### config.mk
export PLATFORM = sky130hd
export DESIGN_NAME = pgca_ctrl
export DESIGN_NICKNAME = d
export VERILOG_FILES = /design/src/sv/pgca_pkg.sv /design/src/sv/pgca_ctrl.sv
export SDC_FILE = /design/constraint.sdc
export NUM_CORES = 1
export LEC_CHECK = 0
export BUFFER_PORTS_ARGS = -buffer_cell sky130_fd_sc_hd__buf_2
export CORE_MARGIN = 2
export CORE_UTILIZATION = 53
export DETAILED_ROUTE_END_ITERATION = 7
export PLACE_DENSITY = 0.81
export SYNTH_ARGS = -nofsm -noshare
export SYNTH_HDL_FRONTEND = slang
export SYNTH_SLANG_ARGS = --single-unit
### constraint.sdc
create_clock -name aclk -period 2.1 [get_ports aclk]
set_clock_uncertainty 0.05 [all_clocks]
set_input_delay 0.105 -clock aclk [delete_from_list [all_inputs] [get_ports aclk]]
set_output_delay 0.105 -clock aclk [all_outputs]
set_load 0.02 [all_outputs]
### src/sv/pgca_pkg.sv
package pgca_pkg;

    // table sizes
    localparam int NUM_CPUS   = 1024;
    localparam int NUM_GROUPS = 4096;

    localparam int CPU_AW    = (NUM_CPUS > 1) ? $clog2(NUM_CPUS) : 1;
    localparam int GID_AW    = $clog2(NUM_GROUPS);
    localparam int CLR_DEPTH = (NUM_CPUS > NUM_GROUPS) ? NUM_CPUS : NUM_GROUPS;
    localparam int CLR_AW    = $clog2(CLR_DEPTH);

    // field widths
    localparam int CNT_W    = 64;
    localparam int CPU_W    = 10;
    localparam int GIN_W    = 16;
    localparam int LEVEL_W  = 8;
    localparam int GOUT_W   = 12;
    localparam int PREV_W   = 3 * CNT_W;
    localparam int GRP_W    = 4 * CNT_W;

    // slave tdata layout, lowest field first
    localparam int S_CPU_LO    = 0;
    localparam int S_GID_LO    = S_CPU_LO + CPU_W;
    localparam int S_SERIAL_LO = S_GID_LO + GIN_W;
    localparam int S_LEVEL_LO  = S_SERIAL_LO + CNT_W;
    localparam int S_ACT_LO    = S_LEVEL_LO + LEVEL_W;
    localparam int S_REF_LO    = S_ACT_LO + CNT_W;
    localparam int S_STAMP_LO  = S_REF_LO + CNT_W;
    localparam int S_USED_W    = S_STAMP_LO + CNT_W;
    localparam int S_DATA_W    = ((S_USED_W + 7) / 8) * 8;

    // master tdata layout
    localparam int M_USED_W = GOUT_W + LEVEL_W + 3 * CNT_W;
    localparam int M_DATA_W = ((M_USED_W + 7) / 8) * 8;
    localparam int M_PAD_W  = M_DATA_W - M_USED_W;

    typedef struct packed {
        logic              load;     // word accepted, table reads issued
        logic              calc;     // read data valid, form deltas
        logic              wb;       // write back tables, load result
        logic              clear;    // clearing pass write
        logic [CLR_AW-1:0] clr_addr;
    } dp_cmd_t;

    typedef struct packed {
        logic out_busy;              // result register full and not taken
    } dp_sts_t;

endpackage

### src/sv/pgca_ctrl.sv
module pgca_ctrl (
    input  logic              aclk,
    input  logic              aresetn,
    input  logic              s_tvalid,
    output logic              s_tready,
    input  pgca_pkg::dp_sts_t sts,
    output pgca_pkg::dp_cmd_t cmd
);
    import pgca_pkg::*;

    localparam logic [1:0] S_CLEAR = 2'd0;
    localparam logic [1:0] S_IDLE  = 2'd1;
    localparam logic [1:0] S_CALC  = 2'd2;
    localparam logic [1:0] S_WB    = 2'd3;

    logic [1:0]        state_reg, state_next;
    logic [CLR_AW-1:0] clr_cnt_reg, clr_cnt_next;
    logic              clr_last;

    assign clr_last = (clr_cnt_reg == CLR_AW'(CLR_DEPTH - 1));
    assign s_tready = (state_reg == S_IDLE);

    always_comb begin
        state_next   = state_reg;
        clr_cnt_next = clr_cnt_reg;
        cmd          = '0;
        cmd.clr_addr = clr_cnt_reg;
        case (state_reg)
            S_CLEAR: begin
                cmd.clear    = 1'b1;
                clr_cnt_next = clr_cnt_reg + 1'b1;
                if (clr_last) begin
                    state_next = S_IDLE;
                end
            end
            S_IDLE: begin
                if (s_tvalid) begin
                    cmd.load   = 1'b1;
                    state_next = S_CALC;
                end
            end
            S_CALC: begin
                cmd.calc   = 1'b1;
                state_next = S_WB;
            end
            S_WB: begin
                // hold until the result register can take the word
                if (!sts.out_busy) begin
                    cmd.wb     = 1'b1;
                    state_next = S_IDLE;
                end
            end
            default: begin
                state_next = S_CLEAR;
            end
        endcase
    end

    always_ff @(posedge aclk) begin
        if (!aresetn) begin
            state_reg   <= S_CLEAR;
            clr_cnt_reg <= '0;
        end else begin
            state_reg   <= state_next;
            clr_cnt_reg <= clr_cnt_next;
        end
    end

endmodule

### After elaboration in Yosys (flattened, before gate mapping)

Cells that the tools add are included.

| storage, ports and cells | value |
|---|---|
| register bits after elaboration | 14 |
| input port bits | 4 |
| output and inout bits | 17 |

| operators by class | value |
|---|---|
| $add $sub $neg | 1 |
| eq/ne operators | 7 |
| muxes and demuxes | 10 |
| reductions and logical operators | 2 |

Operator list:

| kind | count |
|---|---|
| 12-bit by 1-bit adder with 12-bit output, second input constant | 1 |
| 12-bit == test, second input constant | 1 |
| 2-bit one-hot mux with 4 select lines | 1 |
| 1-bit two-way mux | 6 |
| 2-bit two-way mux | 3 |
| 2-bit != test, second input constant | 3 |
| 2-bit == test, second input constant | 2 |
| 3-bit AND reduction | 1 |
| 2-bit by 1-bit == test with 1-bit output, second input constant | 1 |
| 2-bit logical NOT | 1 |

### Logic depth before layout (Yosys ltp)

Gate-level depths: netlist of the first run.

| logic depth | value |
|---|---|
| depth in word-level cells | 3 |
| mapped depth | 7 |

### Least setup slack after synthesis of the first run

No wires, ideal clock.

| path | value |
|---|---|
| kind | flip-flop to flip-flop |
| start | reg state_reg[0] |
| end | reg clr_cnt_reg[5] |
| setup time | 115 ps |
| arrival time | 1483 ps |
| path slack | 452 ps |
| stages on the path, launching flop included | 8 |
| period minus slack after synthesis | 1648 ps |
| cells stage by stage | dfxtp_1 > inv_1 > ha_1 > buf_2 > and3_1 > nand4_1 > xnor2_1 > and2_1 |

| between the ends | value |
|---|---|
| word-level cells in the longest chain between the ends | 1 |

Ends and longest elaborated chain:

| what | line | source |
|---|---|---|
| start, declared | pgca_ctrl.sv:16 | `logic [1:0] state_reg, state_next;` |
| start signal, assigned | pgca_ctrl.sv:64 | `state_reg <= state_next;` |
| 2-bit logical NOT | pgca_ctrl.sv:28 | `case (state_reg)` |
| end signal, assigned | pgca_ctrl.sv:65 | `clr_cnt_reg <= clr_cnt_next;` |
| end, declared | pgca_ctrl.sv:17 | `logic [CLR_AW-1:0] clr_cnt_reg, clr_cnt_next;` |

No other way between the ends.
A chain may end at the register's enable or synchronous reset.

### Final worst setup path of the first run

Ends and elaborated chain as after synthesis.

==> results.toml, run 1 <==
[power]
power.total_uw = 587.0
seq_power_share_pct = 53.0
clkPwrFrac_pct = 24.9
p_int_uw = 402.9
vdd.ir_drop.worst_v = 0.0004899
pwr-share-comb_pct = 22.1
swShare_pct = 31.38
power.density_nw_per_um2 = 673.1
switchingPower_uw = 184.2
leakagePower_nw = 0.4247

[finish]
largest_reg_flops = 12
final_core_util_pct = 67.02
drive_gt1_share_pct = 27.27
layout.nets = 110
area_growth_pct = 17.94
diodes = 0

[synth]
synth_seq_cells = 14
synth_nets = 87
yosysWarnings = 0
synthCells = 78
ys_types = 24
synth_area_leader_cell = "dfxtp_1"
syn_area_per_cell_sq_um = 9.480
seq_area_frac_synth_pct = 37.90
syn-cell-area_sq_um = 739.5
yosys-top-cells-area = "dfxtp_1 (38%), and2_1 (10%), ha_1 (8.5%)"
synth.top_cell.area_share_pct = 37.90

[clocking]
clock_latency_ps = 270
cts-root-buf = "clkbuf_4"
h-tree-depth = 1
cts_sinks = 14
post-cts-setup-buffers = 0
cts_buffer_depth = 2
cts_buffers = 3
cts_resized = 0
ctsHoldBuffers = 0
clk_pin_slew_ps = 80
cts_tree = "yes"

[floorplanning]
die_w_microns = 41.35
die_area_sq_um = 1710
ios = 21
core-area_sq_um = 1301
rows = 13
initial_core_util_pct = 56.83
die_y_microns = 41.35

[setup_path]
cp.arrival_ps = 1750
path_class = "flip-flop to flip-flop"
cp-end-kind = "flip-flop"
required_ps = 2220
cp_cell_sequence = "inv_1 -> ha_1 -> and3_1 -> nand4_1 -> xnor2_1 -> and2_1"
path_max_fanout = 9
max_stage_delay_ps = 350
crit_slowest_cell = "dfxtp_1"
cp-start-kind = "flip-flop"

[sta]
min_period_ps = 1633
tns_ps = 0
fmax_mhz = 612.4
finalCritPeriodShare_pct = 77.76
rsz0062_at_grt = "no"
tightestPinTransition_ps = 307.1
whs_ps = 161.7
timing_hold_violations_final = 0
drv_slew = 0
slew_headroom_pct = 79.53
setup_viol = 0

[placement]
post-dp-hpwl_microns = 1056
globalplace.congestion = 0.7318
port_buffers = 20

[outcome]
outcome = "completed"

[routing]
drt_iter0_markers = 10
wire_per_inst_microns = 12.21
first_pass_iters = 4
vias = 601
drc = 0
wirelength_microns = 1392
vias_per_cell = 5.272
ant_nets = 0

[grt]
antenna_found_initial = 0
grt_pass1_wl_microns = 2014
track_usage_pct = 18.69
grt_max_degree = 17
grt-ovfl-total = 0
grt_pass1_vias = 456

[run]
max_cap_violations = 0

[min_path]
hp-class = "input pin to flip-flop"
## kinds of logic after synthesis
| kind of cell | Yosys count | share of synthesized area [%] |
|---|---|---|
| buf+inv | 5 | 2.706 |
| mux | 3 | 4.061 |
| simple gates | 36 | 30.29 |
| flops | 14 | 37.90 |
| fa+ha+maj | 5 | 8.460 |
| compound gates | 5 | 4.737 |
| xor+xnor | 10 | 11.85 |
## power groups by stage
| stage | clock network (mW) | logic (mW) | registers (mW) |
|---|---|---|---|
| after floorplan | 0 | 0.0752 | 0.332 |
| after global placement | 0 | 0.129 | 0.315 |
| after detailed placement | 0 | 0.129 | 0.318 |
| after CTS | 0.154 | 0.130 | 0.311 |
| after global routing | 0.167 | 0.144 | 0.315 |
| final | 0.146 | 0.130 | 0.311 |
## through the flow
stage               std cells  instance area [sq um]  worst slack (ps)
finish                    114                  872.1             467.0
detailed placement        111                  849.6             480.7
CTS                       114                  872.1             478.5
floorplan                  78                  739.5             452.5
global placement          111                  849.6             569.5
global route              114                  872.1             350.8
## Yosys cell counts
cell,count
dfxtp_1,14
and2_1,12
xnor2_1,7
ha_1,5
nand2_1,5
nand4_1,5
inv_1,3
mux2i_1,3
nand3_1,3
xor2_1,3
a221oi_1,2
and3_1,2
nor2b_1,2
nor3_2,2
a21boi_1,1
a21oi_1,1
and4_2,1
buf_2,1
clkbuf_1,1
nand2b_1,1
nand4_2,1
nor2_1,1
o21ai_0,1
or3_1,1
## area by class of cell
cell class	instances	area, sq um
Clock buffer	3	22.52
Fill cell	112	429.2
Inverter	3	11.26
Multi-Input combinational cell	59	439.2
Sequential cell	14	280.3
Tap cell	15	18.77
Timing Repair Buffer	20	100.1
## worst max-delay path: cells and delay by family (launching register included)
kind          cells  cell delay [ps]
simple gates      3              560
buf+inv           1              100
fa+ha+maj         1              340
flops             1              350
xor+xnor          1              140
## placed cells by master (no fill, tap or decap)
cell and count:
nand2b_1 1, and4_2 1, or3_1 1, nand4_2 1
buf_2 20, and2_1 12, and3_1 2, xnor2_1 7
a21oi_1 1, a221oi_1 2, mux2i_1 3, inv_1 3
nor2_1 1, dfxtp_1 14, a21boi_1 1, clkbuf_4 3
nand3_1 3, nor3_2 2, xor2_1 3, nand4_1 5
o21ai_0 1, nor2b_1 2, ha_1 5, nand2_1 5
## routing by layer
layer / global-route usage [%] / wire length, microns
met3: 3.191 / 41
met1: 26.06 / 678
met4: 9.677 / 7
met2: 27.34 / 665
met5: 0 / 0
## final timing paths
check	startpoint	endpoint	slack [ps]	cells past startpoint
max	state_reg[0]$_SDFFE_PN0P_	clr_cnt_reg[5]$_SDFFE_PN0N_	470	6
max reg2reg	state_reg[0]$_SDFFE_PN0P_	clr_cnt_reg[5]$_SDFFE_PN0N_	470	6
min	aresetn	state_reg[1]$_SDFFE_PN0P_	160	3
min reg2reg	state_reg[1]$_SDFFE_PN0P_	state_reg[1]$_SDFFE_PN0P_	460	2
No activity file was read; power rests on OpenSTA's default activity.
==> run 2: changes to the inputs <==
Settings changed: CORE_UTILIZATION 53 to 49, PLACE_DENSITY 0.81 to 0.76.
Clock period 2.1 ns to 1.6 ns, I/O delays scaled along.
==> run 2 against run 1 <==
Compared with the run above: sequential cell count unchanged; via count increased by 5.2%; critical endpoint is now clr_cnt_reg[7]$_SDFFE_PN0N_; setup slack got worse by 360 ps; wire length increased by 3.8%; worst hold slack got worse by 64 ps; sequential share of layout area decreased by 1.1 points; power increased by 46%; highest routed layer unchanged; fmax increased by 9.5%; sequential power increased by 29%; utilization decreased by 5.0 points.
==> results.toml, run 2 (synthesis results as in run 1) <==
[outcome]
outcome = "completed"

[setup_path]
required_ps = 1740
path_max_fanout = 9
path_class = "flip-flop to flip-flop"
cp.arrival_ps = 1630
cp-start-kind = "flip-flop"
cp-end-kind = "flip-flop"

[routing]
ant_nets = 0
vias_per_cell = 5.402
first_pass_iters = 4
vias = 632
wire_per_inst_microns = 12.35
drt_iter0_markers = 13
drc = 0
wirelength_microns = 1445

[power]
vdd.ir_drop.worst_v = 0.0007183
p_int_uw = 592.0
pwr-share-comb_pct = 22.0
clkPwrFrac_pct = 31.0
power.density_nw_per_um2 = 949.7
swShare_pct = 30.90
switchingPower_uw = 264.7
leakagePower_nw = 0.4345
seq_power_share_pct = 47.0

[floorplanning]
core-area_sq_um = 1454
rows = 14
initial_core_util_pct = 50.86
die_w_microns = 42.85
ios = 21
die_y_microns = 42.85
die_area_sq_um = 1836

[finish]
layout.nets = 111
area_growth_pct = 22.00
nFillCells = 138
finalInstanceArea_sq_um = 902.1
drive_gt1_share_pct = 30.69
diodes = 0
layout_commonest_cell = "buf_2"
final_core_util_pct = 62.05
largest_reg_flops = 12
layout_common_cells = "buf_2 (20), dfxtp_1 (14), and2_1 (12), xnor2_1 (7)"
final_cells = 117

[sta]
fin_ws_ps = 108.5
rsz0062_at_grt = "no"
drv_slew = 0
tightestPinTransition_ps = 291.4
finalCritPeriodShare_pct = 93.22
fmax_mhz = 670.4
setup_viol = 0
slew_headroom_pct = 80.57
timing_hold_violations_final = 0
min_period_ps = 1492
tns_ps = 0

[clocking]
clk_pin_slew_ps = 90
ctsHoldBuffers = 0
cts_buffers = 3
cts_tree = "yes"
cts_buffer_depth = 2
cts_sinks = 14
clock_latency_ps = 290
h-tree-depth = 1
cts-root-buf = "clkbuf_4"

[grt]
antenna_found_initial = 0
grt-ovfl-total = 0
track_usage_pct = 17.02
grt_max_degree = 17
grt_pass1_wl_microns = 2311
grt_pass1_vias = 499

[placement]
port_buffers = 20
post-dp-hpwl_microns = 1066
dpl.cell_count = 113
placed_area_sq_um = 860.8
dp_slack_ps = 86.75
globalplace.congestion = 0.7171

[run]
max_cap_violations = 0

[min_path]
hp-class = "input pin to flip-flop"
[run 2: changes by cell type in the layout (fill, tap and decap cells not counted), sizes merged]
cell / delta
buf: +1
clkbuf: +1
[run 2: metrics by stage]
step | hold slack [ps] | power (mW)
final | 97.83 | 0.8567
after global routing | 110.2 | 0.8981
after CTS | 108.8 | 0.8555
after detailed placement | 404.3 | 0.5935
after global placement | 394.3 | 0.5905
after floorplan | 158.2 | 0.5357
[run 2: final cells by class]
| class | count | area (sq um) | area share (%) |
|---|---|---|---|
| clock buffer | 4 | 36.28 | 4.022 |
| inverter | 3 | 11.26 | 1.248 |
| multi-input combinational | 59 | 446.7 | 49.51 |
| sequential | 14 | 280.3 | 31.07 |
| tap | 16 | 20.02 | 2.219 |
| timing repair buffer | 21 | 107.6 | 11.93 |
[run 2: final timing paths]
| kind | from | endpoint | slack, ps | depth (start not counted) |
|---|---|---|---|---|
| setup / recovery | state_reg[0]$_SDFFE_PN0P_ | clr_cnt_reg[7]$_SDFFE_PN0N_ | 110 | 6 |
| hold / removal | aresetn | clr_cnt_reg[6]$_SDFFE_PN0N_ | 100 | 2 |
| setup reg to reg | state_reg[0]$_SDFFE_PN0P_ | clr_cnt_reg[7]$_SDFFE_PN0N_ | 110 | 6 |
| hold reg to reg | state_reg[1]$_SDFFE_PN0P_ | state_reg[1]$_SDFFE_PN0P_ | 470 | 2 |
[run 2: layer usage]
layer	wire length [microns]	GRT usage, %	vias up
li1	-	-	315
met1	695	22.43	298
met2	665	25.45	15
met3	63	5.106	4
met4	21	7.500	0
met5	0	0	-
[run 2: power groups by stage]
stage,registers [mW],clock network [mW],logic [mW]
final,0.402,0.266,0.189
after global routing,0.406,0.284,0.208
after CTS,0.401,0.268,0.186
after detailed placement,0.409,0,0.184
after global placement,0.408,0,0.183
after floorplan,0.436,0,0.0997
[run 2: worst max-delay path, stage by stage, from the launching register on]
cell	delay, ps
dfxtp_1	350
inv_1	90
ha_2	270
and3_4	230
nand3_1	110
xnor2_1	140
and2_1	150
[run 2: what timing repair did]
item,4_1_cts,5_1_grt
buffers inserted,0,0
endpoints found under the setup margin,0,3
gates resized for setup,0,1
==> run 3: changes to the inputs <==
Settings changed: ABC_AREA set to 1, PLACE_DENSITY 0.76 to 0.75.
==> run 3 against run 2 <==
Compared with the run above: final cell count is 28% higher; worst hold slack worse by 40 ps; via count is 18% higher; first-iteration DRC count is 77% lower; utilization is 0.47 points higher; clock power is 3% lower; global-route usage is 2.2 points higher; count of clock-buffer cells in the layout stayed put; sequential cell count stayed put.
==> results.toml, run 3 <==
[setup_path]
cp.arrival_ps = 1570
path_delay_family = "simple AND/OR/NAND/NOR gates"
max_stage_delay_ps = 350
path_max_fanout = 6
path_class = "flip-flop to flip-flop"
cp-start-kind = "flip-flop"
crit_slowest_cell = "dfxtp_1"
cp.buffers_inverters = 1
cp-end-kind = "flip-flop"
cp_cell_sequence = "inv_1 -> ha_1 -> nand3_1 -> nor2_2 -> nand3_1 -> o21ai_0 -> a21oi_1"
path_common_cell = "nand3_1"
required_ps = 1730

[routing]
vias = 744
first_pass_iters = 4
drt_iter0_markers = 3
wirelength_microns = 1583
drc = 0
ant_nets = 0
vias_per_cell = 4.960
wire_per_inst_microns = 10.55

[synth]
synthCells = 110
syn_area_per_cell_sq_um = 7.018
synthArstFlopShare_pct = 0
seq_area_frac_synth_pct = 36.30
synth.top_cell.area_share_pct = 36.30
synth_area_leader_cell = "dfxtp_1"
synth_most_common_cell = "inv_1"
synth_common_cells = "inv_1 (21), nand2_1 (18), dfxtp_1 (14)"
synth_nets = 119
synth_seq_cells = 14
synth_ff_type = "dfxtp_1"
synth_edf_count = 0
ys_types = 22
syn-cell-area_sq_um = 772.0
yosysWarnings = 0
yosys-top-cells-area = "dfxtp_1 (36%), inv_1 (10%), nand2_1 (8.8%)"

[floorplanning]
die_area_sq_um = 1909
core-area_sq_um = 1489
initial_core_util_pct = 51.85
die_w_microns = 43.69
ios = 21
rows = 14
die_y_microns = 43.69

[placement]
post-dp-hpwl_microns = 1258
port_buffers = 20
dpl.cell_count = 146
globalplace.congestion = 0.8251

[sta]
rsz0062_at_grt = "no"
fmax_mhz = 694.1
drv_slew = 0
min_period_ps = 1441
tightestPinTransition_ps = 354.6
timing_hold_violations_final = 0
finalCritPeriodShare_pct = 90.05
tns_ps = 0
setup_viol = 0
slew_headroom_pct = 76.36

[grt]
grt_pass1_vias = 707
grt_pass1_wl_microns = 2766
antenna_found_initial = 0
grt_max_degree = 11
grt-ovfl-total = 0
track_usage_pct = 19.25

[power]
seq_power_share_pct = 54.2
switchingPower_uw = 154.0
power.total_uw = 664.8
vdd.ir_drop.worst_v = 0.0005737
leakagePower_nw = 0.4752
pwr-share-comb_pct = 7.0
clkPwrFrac_pct = 38.8
p_int_uw = 510.8
power.density_nw_per_um2 = 714.1
swShare_pct = 23.17

[finish]
final_cells = 150
nFillCells = 145
layout_commonest_cell = "inv_1"
largest_reg_flops = 12
layout.nets = 144
diodes = 0
area_growth_pct = 20.58
ff_latch_area_sq_um = 280.3
layout_common_cells = "inv_1 (21), buf_2 (20), nand2_1 (18), dfxtp_1 (14)"
drive_gt1_share_pct = 25.37
multi_input_area_sq_um = 396.6

[clocking]
h-tree-depth = 1
clock_latency_ps = 280
cts_resized = 0
clk_pin_slew_ps = 90
cts-root-buf = "clkbuf_4"
cts_buffer_depth = 2
cts_sinks = 14
cts_tree = "yes"
post-cts-setup-buffers = 0
ctsHoldBuffers = 0
cts_buffers = 3

[min_path]
hp-class = "input pin to flip-flop"

[run]
max_cap_violations = 0

[outcome]
outcome = "completed"
==> run 3: changes by cell type after synthesis, moves of 7 or more <==
cell     before  now
a21oi_1       1   11
and2_1       12    0
inv_1         3   21
nand2_1       5   18
nor2_1        1   11
xnor2_1       7    0
==> run 3: tightest hold or removal path, stage by stage <==
cell     delay [ps]
buf_2           160
nand2_1          80
a21oi_1          30
==> run 3: power by group through the flow <==
stage          combinational (mW)  clock, mW  sequential, mW
6_report                   0.0467      0.258           0.360
3_5_place_dp               0.0469          0           0.369
2_1_floorplan              0.0209          0           0.377
4_1_cts                    0.0473      0.262           0.361
3_3_place_gp               0.0458          0           0.369
5_1_grt                    0.0531      0.273           0.362
==> run 3: per-layer routing <==
metal,GRT usage (%),part of all wire (%),routed length [microns],vias to the layer above
met5,0,0,0,-
met2,32.94,50,789,16
met3,2.500,4.3,68,4
met1,22.88,45,705,327
li1,-,-,-,397
met4,10.91,1.2,19,0
==> run 3: worst paths after layout <==
path / startpoint / depth (start not counted) / endpoint / slack [ps]
setup / recovery: state_reg[0]$_SDFFE_PN0P_ / 7 / clr_cnt_reg[8]$_SDFFE_PN0N_ / 160
hold / removal: aresetn / 3 / clr_cnt_reg[9]$_SDFFE_PN0N_ / 60
setup reg to reg: state_reg[0]$_SDFFE_PN0P_ / 7 / clr_cnt_reg[8]$_SDFFE_PN0N_ / 160
hold reg to reg: clr_cnt_reg[9]$_SDFFE_PN0N_ / 2 / clr_cnt_reg[9]$_SDFFE_PN0N_ / 450
==> run 3: cells by family (layout without fill, tap and decap cells) <==
| kind of cell | Yosys count | in the layout | share of synthesized area (%) |
|---|---|---|---|
| compound gates | 19 | 19 | 13.29 |
| xor+xnor | 1 | 1 | 1.135 |
| fa+ha+maj | 5 | 5 | 8.104 |
| buf+inv | 24 | 48 | 12.32 |
| flops | 14 | 14 | 36.30 |
| simple gates | 47 | 47 | 28.85 |
==> run 3: cell type report <==
type / instances / share of cell area [%]
Timing Repair Buffer: 22 / 12.37
Clock buffer: 4 / 3.898
Inverter: 22 / 8.871
Tap cell: 16 / 2.151
Sequential cell: 14 / 30.11
Multi-Input combinational cell: 72 / 42.61
==> run 3: per-stage QoR <==
| stage | utilization (%) | setup WS [ps] | hold WS [ps] | area (sq um) |
|---|---|---|---|---|
| 2_1_floorplan | - | 88.40 | 189.8 | 772.0 |
| 4_1_cts | 62.52 | 165.9 | 57.59 | 930.9 |
| 3_5_place_dp | 60.08 | 189.6 | 362.3 | 894.6 |
| 5_1_grt | 62.52 | 30.56 | 76.86 | 930.9 |
| 3_3_place_gp | 60.08 | 246.7 | 357.1 | 894.6 |
| 6_report | 62.52 | 159.3 | 58.28 | 930.9 |
